===== src/sv/ray_box_slab_test_core_macros.svh =====
// assertion macros for the ray box slab test core
`ifndef RAY_BOX_SLAB_TEST_CORE_MACROS_SVH
`define RAY_BOX_SLAB_TEST_CORE_MACROS_SVH
`ifndef NO_ASSERTIONS
`define RBST_ASSERT(lbl, prop) \
  lbl: assert property (@(posedge clk_i) disable iff (!rst_ni) prop) \
    else $error("rbst assertion failed");
`define RBST_ASSERT_NR(lbl, prop) \
  lbl: assert property (@(posedge clk_i) prop) \
    else $error("rbst assertion failed");
`else
`define RBST_ASSERT(lbl, prop)
`define RBST_ASSERT_NR(lbl, prop)
`endif
`endif


===== src/sv/rbst_pkg.sv =====
// shared constants and types of the ray box slab test core
package rbst_pkg;
  localparam int unsigned FRAC_BITS   = 16;
  localparam int unsigned DIR_EPSILON = 0;
  localparam int unsigned VAL_W       = 32;
  localparam int unsigned NUM_W       = VAL_W + 1;
  localparam int unsigned SCL_W       = NUM_W + FRAC_BITS;
  localparam int unsigned QUO_W       = VAL_W;
  localparam int unsigned WIDE_W      = 2 * VAL_W;
  localparam int unsigned BITS_PER    = 2;
  localparam int unsigned DIV_STEPS   = QUO_W / BITS_PER;
  localparam int unsigned LANE_LAT    = DIV_STEPS + 1;
  localparam int unsigned NUM_AXES    = 3;
  localparam int unsigned DIST_W      = VAL_W - 1;

  localparam logic signed [VAL_W-1:0] T_MAX = {1'b0, {(VAL_W-1){1'b1}}};
  localparam logic signed [VAL_W-1:0] T_MIN = {1'b1, {(VAL_W-1){1'b0}}};

  typedef struct packed {
    logic                vld;
    logic [NUM_AXES-1:0] par;
    logic                pmiss;
  } side_t;
endpackage


===== src/sv/rbst_div_lane.sv =====
// pipelined fixed-point divider lane, two quotient bits per stage
module rbst_div_lane (
  input  logic                                    clk_i,
  input  logic                                    en_i,
  input  logic [rbst_pkg::NUM_W-1:0]              num_mag_i,
  input  logic [rbst_pkg::VAL_W-1:0]              den_mag_i,
  input  logic                                    neg_i,
  output logic signed [rbst_pkg::VAL_W-1:0]       quo_o
);
  localparam int unsigned NS = rbst_pkg::DIV_STEPS;

  logic [rbst_pkg::SCL_W-1:0] rem_q [0:NS];
  logic [rbst_pkg::QUO_W-1:0] quo_q [0:NS];
  logic [rbst_pkg::VAL_W-1:0] den_q [0:NS];
  logic                       neg_q [0:NS];
  logic                       ovf_q [0:NS];

  logic [rbst_pkg::SCL_W-1:0] rem_d [1:NS];
  logic [rbst_pkg::QUO_W-1:0] quo_d [1:NS];
  logic                       ovf_d;
  logic [rbst_pkg::WIDE_W-1:0] scl_w;

  // magnitude of at least 2^32 always saturates
  assign scl_w = rbst_pkg::WIDE_W'({num_mag_i, {rbst_pkg::FRAC_BITS{1'b0}}});
  assign ovf_d = scl_w >= {den_mag_i, {rbst_pkg::VAL_W{1'b0}}};

  for (genvar s = 1; s <= NS; s++) begin : g_step
    always_comb begin
      logic [rbst_pkg::WIDE_W-1:0] r;
      logic [rbst_pkg::WIDE_W-1:0] dsh;
      logic [rbst_pkg::QUO_W-1:0]  q;
      r = rbst_pkg::WIDE_W'(rem_q[s-1]);
      q = quo_q[s-1];
      for (int b = 0; b < rbst_pkg::BITS_PER; b++) begin
        dsh = rbst_pkg::WIDE_W'(den_q[s-1])
              << (rbst_pkg::QUO_W - 1 - (s - 1) * rbst_pkg::BITS_PER - b);
        q = {q[rbst_pkg::QUO_W-2:0], 1'b0};
        if (r >= dsh) begin
          r    = r - dsh;
          q[0] = 1'b1;
        end
      end
      rem_d[s] = r[rbst_pkg::SCL_W-1:0];
      quo_d[s] = q;
    end
  end

  always_ff @(posedge clk_i) begin
    if (en_i) begin
      rem_q[0] <= {num_mag_i, {rbst_pkg::FRAC_BITS{1'b0}}};
      quo_q[0] <= '0;
      den_q[0] <= den_mag_i;
      neg_q[0] <= neg_i;
      ovf_q[0] <= ovf_d;
      for (int s = 1; s <= NS; s++) begin
        rem_q[s] <= rem_d[s];
        quo_q[s] <= quo_d[s];
        den_q[s] <= den_q[s-1];
        neg_q[s] <= neg_q[s-1];
        ovf_q[s] <= ovf_q[s-1];
      end
    end
  end

  // sign and saturation
  always_comb begin
    logic [rbst_pkg::QUO_W:0] qx;
    qx = {1'b0, quo_q[NS]};
    if (neg_q[NS]) begin
      if (ovf_q[NS] || qx > {2'b01, {(rbst_pkg::QUO_W-1){1'b0}}}) begin
        quo_o = rbst_pkg::T_MIN;
      end else begin
        quo_o = rbst_pkg::VAL_W'(-qx);
      end
    end else begin
      if (ovf_q[NS] || qx > {2'b00, {(rbst_pkg::QUO_W-1){1'b1}}}) begin
        quo_o = rbst_pkg::T_MAX;
      end else begin
        quo_o = rbst_pkg::VAL_W'(qx);
      end
    end
  end
endmodule


===== config.mk =====
export PLATFORM = sky130hd
export DESIGN_NAME = rbst_div_lane
export DESIGN_NICKNAME = d
export VERILOG_FILES = /design/src/sv/ray_box_slab_test_core_macros.svh /design/src/sv/rbst_pkg.sv /design/src/sv/rbst_div_lane.sv
export SDC_FILE = /design/constraint.sdc
export NUM_CORES = 2
export LEC_CHECK = 0
export BUFFER_PORTS_ARGS = -buffer_cell sky130_fd_sc_hd__buf_2
export CORE_ASPECT_RATIO = 0.7
export CORE_MARGIN = 8
export CORE_UTILIZATION = 43
export CTS_BUF_LIST = sky130_fd_sc_hd__clkbuf_16
export CTS_CLUSTER_DIAMETER = 60
export CTS_CLUSTER_SIZE = 30
export DETAILED_ROUTE_END_ITERATION = 16
export PLACE_DENSITY_LB_ADDON = 0.05
export SLEW_MARGIN = 20
export SYNTH_ARGS = -nofsm -noshare
export SYNTH_HDL_FRONTEND = slang
export SYNTH_SLANG_ARGS = --single-unit

===== constraint.sdc =====
create_clock -name clk_i -period 10 [get_ports clk_i]
set_clock_uncertainty 0.1 [all_clocks]
set_input_delay 0.5 -clock clk_i [delete_from_list [all_inputs] [get_ports clk_i]]
set_output_delay 0.5 -clock clk_i [all_outputs]
set_load 0.01 [all_outputs]

## Yosys cells after proc, flatten, opt, wreduce, memory -nomap -nowiden

Memory sizes are Yosys's and may differ from the RTL's.
Cells that the tools add are included.

| word-level totals | value |
|---|---|
| flip-flop bits (word level) | 0 |
| bits in writable memories | 1,955 |
| output and inout bits | 32 |
| memories | 5 |

| operators by class | value |
|---|---|
| $add $sub $neg | 33 |
| $lt $le $gt $ge | 35 |
| mux-type cells | 69 |
| reduce and logical (&&, ||, !) cells | 2 |

Memories:

| memory | words | bits a word | read ports | clocked after memory_dff | write ports | RTL line | RTL |
|---|---|---|---|---|---|---|---|
| rem_q | 17 | 49 | 16 | 0 | 17 | rbst_div_lane.sv:12 | `logic [rbst_pkg::SCL_W-1:0] rem_q [0:NS];` |
| den_q | 17 | 32 | 16 | 0 | 17 | rbst_div_lane.sv:14 | `logic [rbst_pkg::VAL_W-1:0] den_q [0:NS];` |
| quo_q | 17 | 32 | 17 | 0 | 17 | rbst_div_lane.sv:13 | `logic [rbst_pkg::QUO_W-1:0] quo_q [0:NS];` |
| neg_q | 17 | 1 | 17 | 0 | 17 | rbst_div_lane.sv:15 | `logic neg_q [0:NS];` |
| ovf_q | 17 | 1 | 17 | 0 | 17 | rbst_div_lane.sv:16 | `logic ovf_q [0:NS];` |

Operators with widths:

| kind | number |
|---|---|
| $mux 64 | 16 |
| $mux 49 | 16 |
| $sub 49x49->49 | 7 |
| $mux 32 | 3 |
| $ge 49x64->1 | 1 |
| $ge 64x32->1 | 1 |
| $ge 64x34->1 | 1 |
| $ge 64x36->1 | 1 |
| $ge 64x38->1 | 1 |
| $ge 64x40->1 | 1 |
| $ge 64x42->1 | 1 |
| $ge 64x44->1 | 1 |
| $ge 64x46->1 | 1 |
| $ge 64x48->1 | 1 |
| $ge 64x50->1 | 1 |
| $ge 64x52->1 | 1 |
| $ge 64x54->1 | 1 |
| $ge 64x56->1 | 1 |
| $ge 64x58->1 | 1 |
| $ge 64x60->1 | 1 |
| $ge 64x62->1 | 1 |
| $sub 49x63->64 | 1 |
| $ge 49x63->1 | 1 |
| $sub 49x61->62 | 1 |
| other kinds (43) | 77 |

## Logic depth before layout (Yosys ltp)

An unclocked memory read counts as a cell.

| depth | value |
|---|---|
| word-level depth | 5 |
| depth in mapped cells | 33 |
| depth with buffers taken out | 29 |

## Worst setup path before layout

Ideal clock, no wire load.

| timing path | value |
|---|---|
| kind | register to register |
| start point | memory rem_q[0][419] (netlist bit) |
| end point | memory rem_q[0][456] (netlist bit) (data pin) |
| arrival time | 7,387 ps |
| data required time | 9,640 ps |
| setup slack | 2,254 ps |
| stages on the path, launching flop included | 29 |
| buffers on the path | 5 |
| clock period less this slack | 7,746 ps |
| cells stage by stage | edfxtp_1 ha_1 a21o_1 a21o_1 a221o_1 o41ai_1 a21oi_1 a41oi_1 o21ai_0 a211oi_1 clkbuf_1 clkbuf_1 buf_1 nor2_1 ha_1 nor2_1 a21oi_1 o31a_1 o21a_1 a31oi_1 o21ai_0 a211o_1 a221o_1 a31o_2 a211oi_1 and3_1 clkbuf_1 buf_1 mux2_2 |

RTL lines:

| what | RTL line |
|---|---|
| start, declared | rbst_div_lane.sv:12 |

==> metrics.txt <==
internal cell power a little under 20,000 µW; final worst path period need between 8000 and 9000 ps; Seq pwr share 25.9%; # IOs 100; HP Class in -> reg; mux cell area share after synthesis under 10%; Slew Limit Fails 0; Logic pwr share 59.4%; Commonest cells post-synth edfxtp_1 (1,402), ha_1 (977), a21oi_1 (864); DRC viols 0; Post-Synth Simple-Gate Area about an eighth; fin util 47.3%; Final nets 11,544; Leakage between 0.04 and 0.05 µW; Mapped Cells around 10,000; final WL between 300,000 and 400,000 µm; actual slew at the worst max-slew pin 1220 ps; post-synthesis register bit count about 1,400; Adder-Cell Fraction of Synth Area between 10 and 15%; H-tree Lvls 3; die footprint 254,000 µm²; ys flop type edfxtp_1; final hold slack 116 ps; Worst setup EP type flip-flop; area of the multi-input gates 56,700 µm²; status complete, no violations; met3 GRT Util 6.42%; Async S/R FF share, synth 0%; FF-to-FF End rem_q[0][486]; core area around 240,000 µm²; timing endpoint of the critical path rem_q[0][486]; worst-case reg-to-reg path depth 28; Power Dens Cells 322 nW/µm²; most used cell, CP o21ai_0; final-report hold violation count 0; first drt pass iteration count 8; global-route wire length before repair 497,000 µm; FILL cells 22,169; final setup TNS 0 ps; peak supply drop 0.166 mV; largest net degree at the start of global routing 197; grt ovf 0; Post-Syn Nets approximately 11,000; max_slew headroom 17.9%; met1 Use GR 42.3%; Synth area leaders edfxtp_1 (41%), ha_1 (12%), xnor2_1 (5.0%); XOR/XNOR Fraction of Synth Area between 7 and 8%; Reg2Reg Setup Slack roughly 1200 ps; Required @ worst endpoint 10,430 ps; routed len/inst 24.8 µm; Seq/Total Area, Yosys 41.1%; clock sinks ~1,400; Psw 16,400 µW; Max Buffers Root-to-Sink 3; post-synthesis cell type count 90; worst setup path category reg -> reg; CP max stage delay 570 ps; Yosys top cell by area edfxtp_1; PortBufs between 90 and 100; Final ANT Viol Nets 0; vias in the first global route 74,015; HPWL Detailed 276,000 µm; GRT Max-Usage Layer met1; Peak Freq 113 MHz; max_cap viols 0; CP max-delay cell o41ai_1; post-synthesis compound-gate area fraction between 10% and 20%; unrepaired setup endpoints after global routing no; DR vias 81,200; met2 Use GR between 30% and 40%; Clock Pin Slew Worst Setup and Hold Paths 90 ps; syn avg cell area between 9 and 10 µm²; CP Max Fanout roughly 50; fraction of layout cells with a size suffix above 1 9.10%; die width 600 µm; number of DRC markers in iteration 0 8,570; sw frac 45.5%; Post-synth EDFFs about 1,400; Root Buffer clkbuf_16; Reg-to-Reg Start den_q[0][260]; GRT Resource Usage Total 25.8%; DIE HEIGHT 424 µm; Critical Path AT 9260 ps; drt via density slightly below 6; Area growth syn-to-layout 9.67%; CTS-repair resized insts 0; register area 42,100 µm²; post-route clock period utilization 88.3%; Rows 150; CTS tree built; antenna violations before repair 16; Yosys warning count 0; synthesized area ~100,000 µm²; CP Launch Type flip-flop; Starting Density ~43%; largest family of logic cells by synthesized area compound AO/OA/AOI/OAI gates; top-area cell type share of the netlist area 41.1%; clock network fraction of total power 14.7%; Finish-stage setup viols 0; cts bufs inserted 117; Placer Congestion about 0.97; crit path from den_q[0][260]; clk_lat worst skew ~800 ps; count leader, synth edfxtp_1
## power groups by stage
stage | combinational, µW | clock, µW | sequential [µW]
2_1_floorplan | 15700 | 0 | 8830
3_3_place_gp | 20600 | 0 | 9490
3_5_place_dp | 20700 | 0 | 9460
4_1_cts | 21000 | 5500 | 9360
5_1_grt | 23500 | 5690 | 9450
6_report | 21500 | 5330 | 9380
## state kept, by name, summed over array words and instances (netlist names)
name	cells
quo_q	272
ovf_q	17
neg_q	17
den_q	512
rem_q	584
## how the worst min path moves through the flow
stage	cells past startpoint	to	startpoint
floorplan	0	neg_q[0][10]	neg_q[0][9]
global placement	0	quo_q[0][466]	quo_q[0][432]
detailed placement	0	ovf_q[1][2]	ovf_q[1][1]
CTS	1	den_q[0][205]	en_i
global route	1	rem_q[0][340]	en_i
finish	1	den_q[0][179]	en_i
## layout by cell type, fill, tap and decap left out, types with 24 or more instances in the layout
| cell type | Yosys | routed |
|---|---|---|
| a2111oi_0 | 33 | 32 |
| a211oi_1 | 69 | 67 |
| a21boi_0 | 30 | 30 |
| a21o_1 | 417 | 416 |
| a21oi_1 | 864 | 862 |
| a31oi_1 | 91 | 90 |
| and2_1 | 57 | 57 |
| and3_1 | 91 | 91 |
| and4_1 | 35 | 33 |
| buf_2 | 7 | 98 |
| buf_4 | 1 | 88 |
| clkbuf_16 | 0 | 118 |
| clkinv_8 | 0 | 27 |
| dlygate4sd3_1 | 0 | 66 |
| edfxtp_1 | 1402 | 1402 |
| fa_1 | 24 | 24 |
| ha_1 | 977 | 977 |
| inv_1 | 796 | 799 |
| mux2_2 | 426 | 426 |
| mux2i_1 | 27 | 27 |
| nand2_1 | 786 | 786 |
| nand2b_1 | 144 | 144 |
| nand3_1 | 168 | 167 |
| nand4_1 | 167 | 167 |
| nor2_1 | 680 | 679 |
| nor2b_1 | 110 | 109 |
| nor3_1 | 191 | 190 |
| nor4_1 | 74 | 74 |
| o211ai_1 | 52 | 52 |
| o21a_1 | 134 | 134 |
| o21ai_0 | 694 | 692 |
| o21bai_1 | 114 | 114 |
| o311ai_0 | 36 | 34 |
| o31ai_1 | 72 | 72 |
| or2_2 | 43 | 43 |
| or3_1 | 53 | 53 |
| or4_1 | 25 | 25 |
| xnor2_1 | 584 | 584 |
| xor2_1 | 258 | 258 |
## critical path, delay by kind of cell, from the launching register on
kind,cells,cell delay (ps)
AO/OA/AOI/OAI,18,5330
buffers and inverters,4,920
multiplexers,2,670
adder cells (fa/ha/maj),2,610
AND/OR/NAND/NOR,2,520
flip-flops,1,410
## metrics by stage
step	std cells	instance area, µm²	setup WS, ps	power [µW]
after detailed placement	13480	107000	1240	30200
final	13772	112000	1170	36200
after floorplan	10328	102000	2250	24500
after CTS	13768	112000	1200	35800
after global placement	13480	107000	1200	30100
after global routing	13770	112000	625	38600
## cell type report
type | instances | share of cell area [%]
Antenna cell | 2 | 0.00445
Clock buffer | 118 | 2.63
Clock inverter | 104 | 1.45
Inverter | 798 | 2.66
Multi-Input combinational cell | 7892 | 50.4
Sequential cell | 1402 | 37.5
Tap cell | 3192 | 3.55
Timing Repair Buffer | 264 | 1.83
## per-layer routing
| layer | vias up | wire (µm) | part of all wire (%) |
|---|---|---|---|
| met1 | 39403 | 175000 | 51 |
| met4 | 2 | 8120 | 2.4 |
| met3 | 321 | 32900 | 9.6 |
| li1 | 38597 | - | - |
| met2 | 2877 | 126000 | 37 |
| met5 | - | 13 | 0.0038 |
## repair_timing
action | in CTS | in global routing
hold buffers | 66 | 0
setup endpoints to repair | 0 | 0
hold endpoints to repair | 67 | 0
buffers inserted | 0 | 0
## logic make-up (layout without fill, tap and decap cells)
logic type      after synthesis  count (layout)
other cells                   0               2
flops                      1402            1402
fa+ha+maj                  1001            1001
xor+xnor                    842             842
simple gates               2715            2715
mux                         453             453
buf+inv                    1034            1284
compound gates             2881            2881
Note: power is estimated with default switching activity, not from simulation.
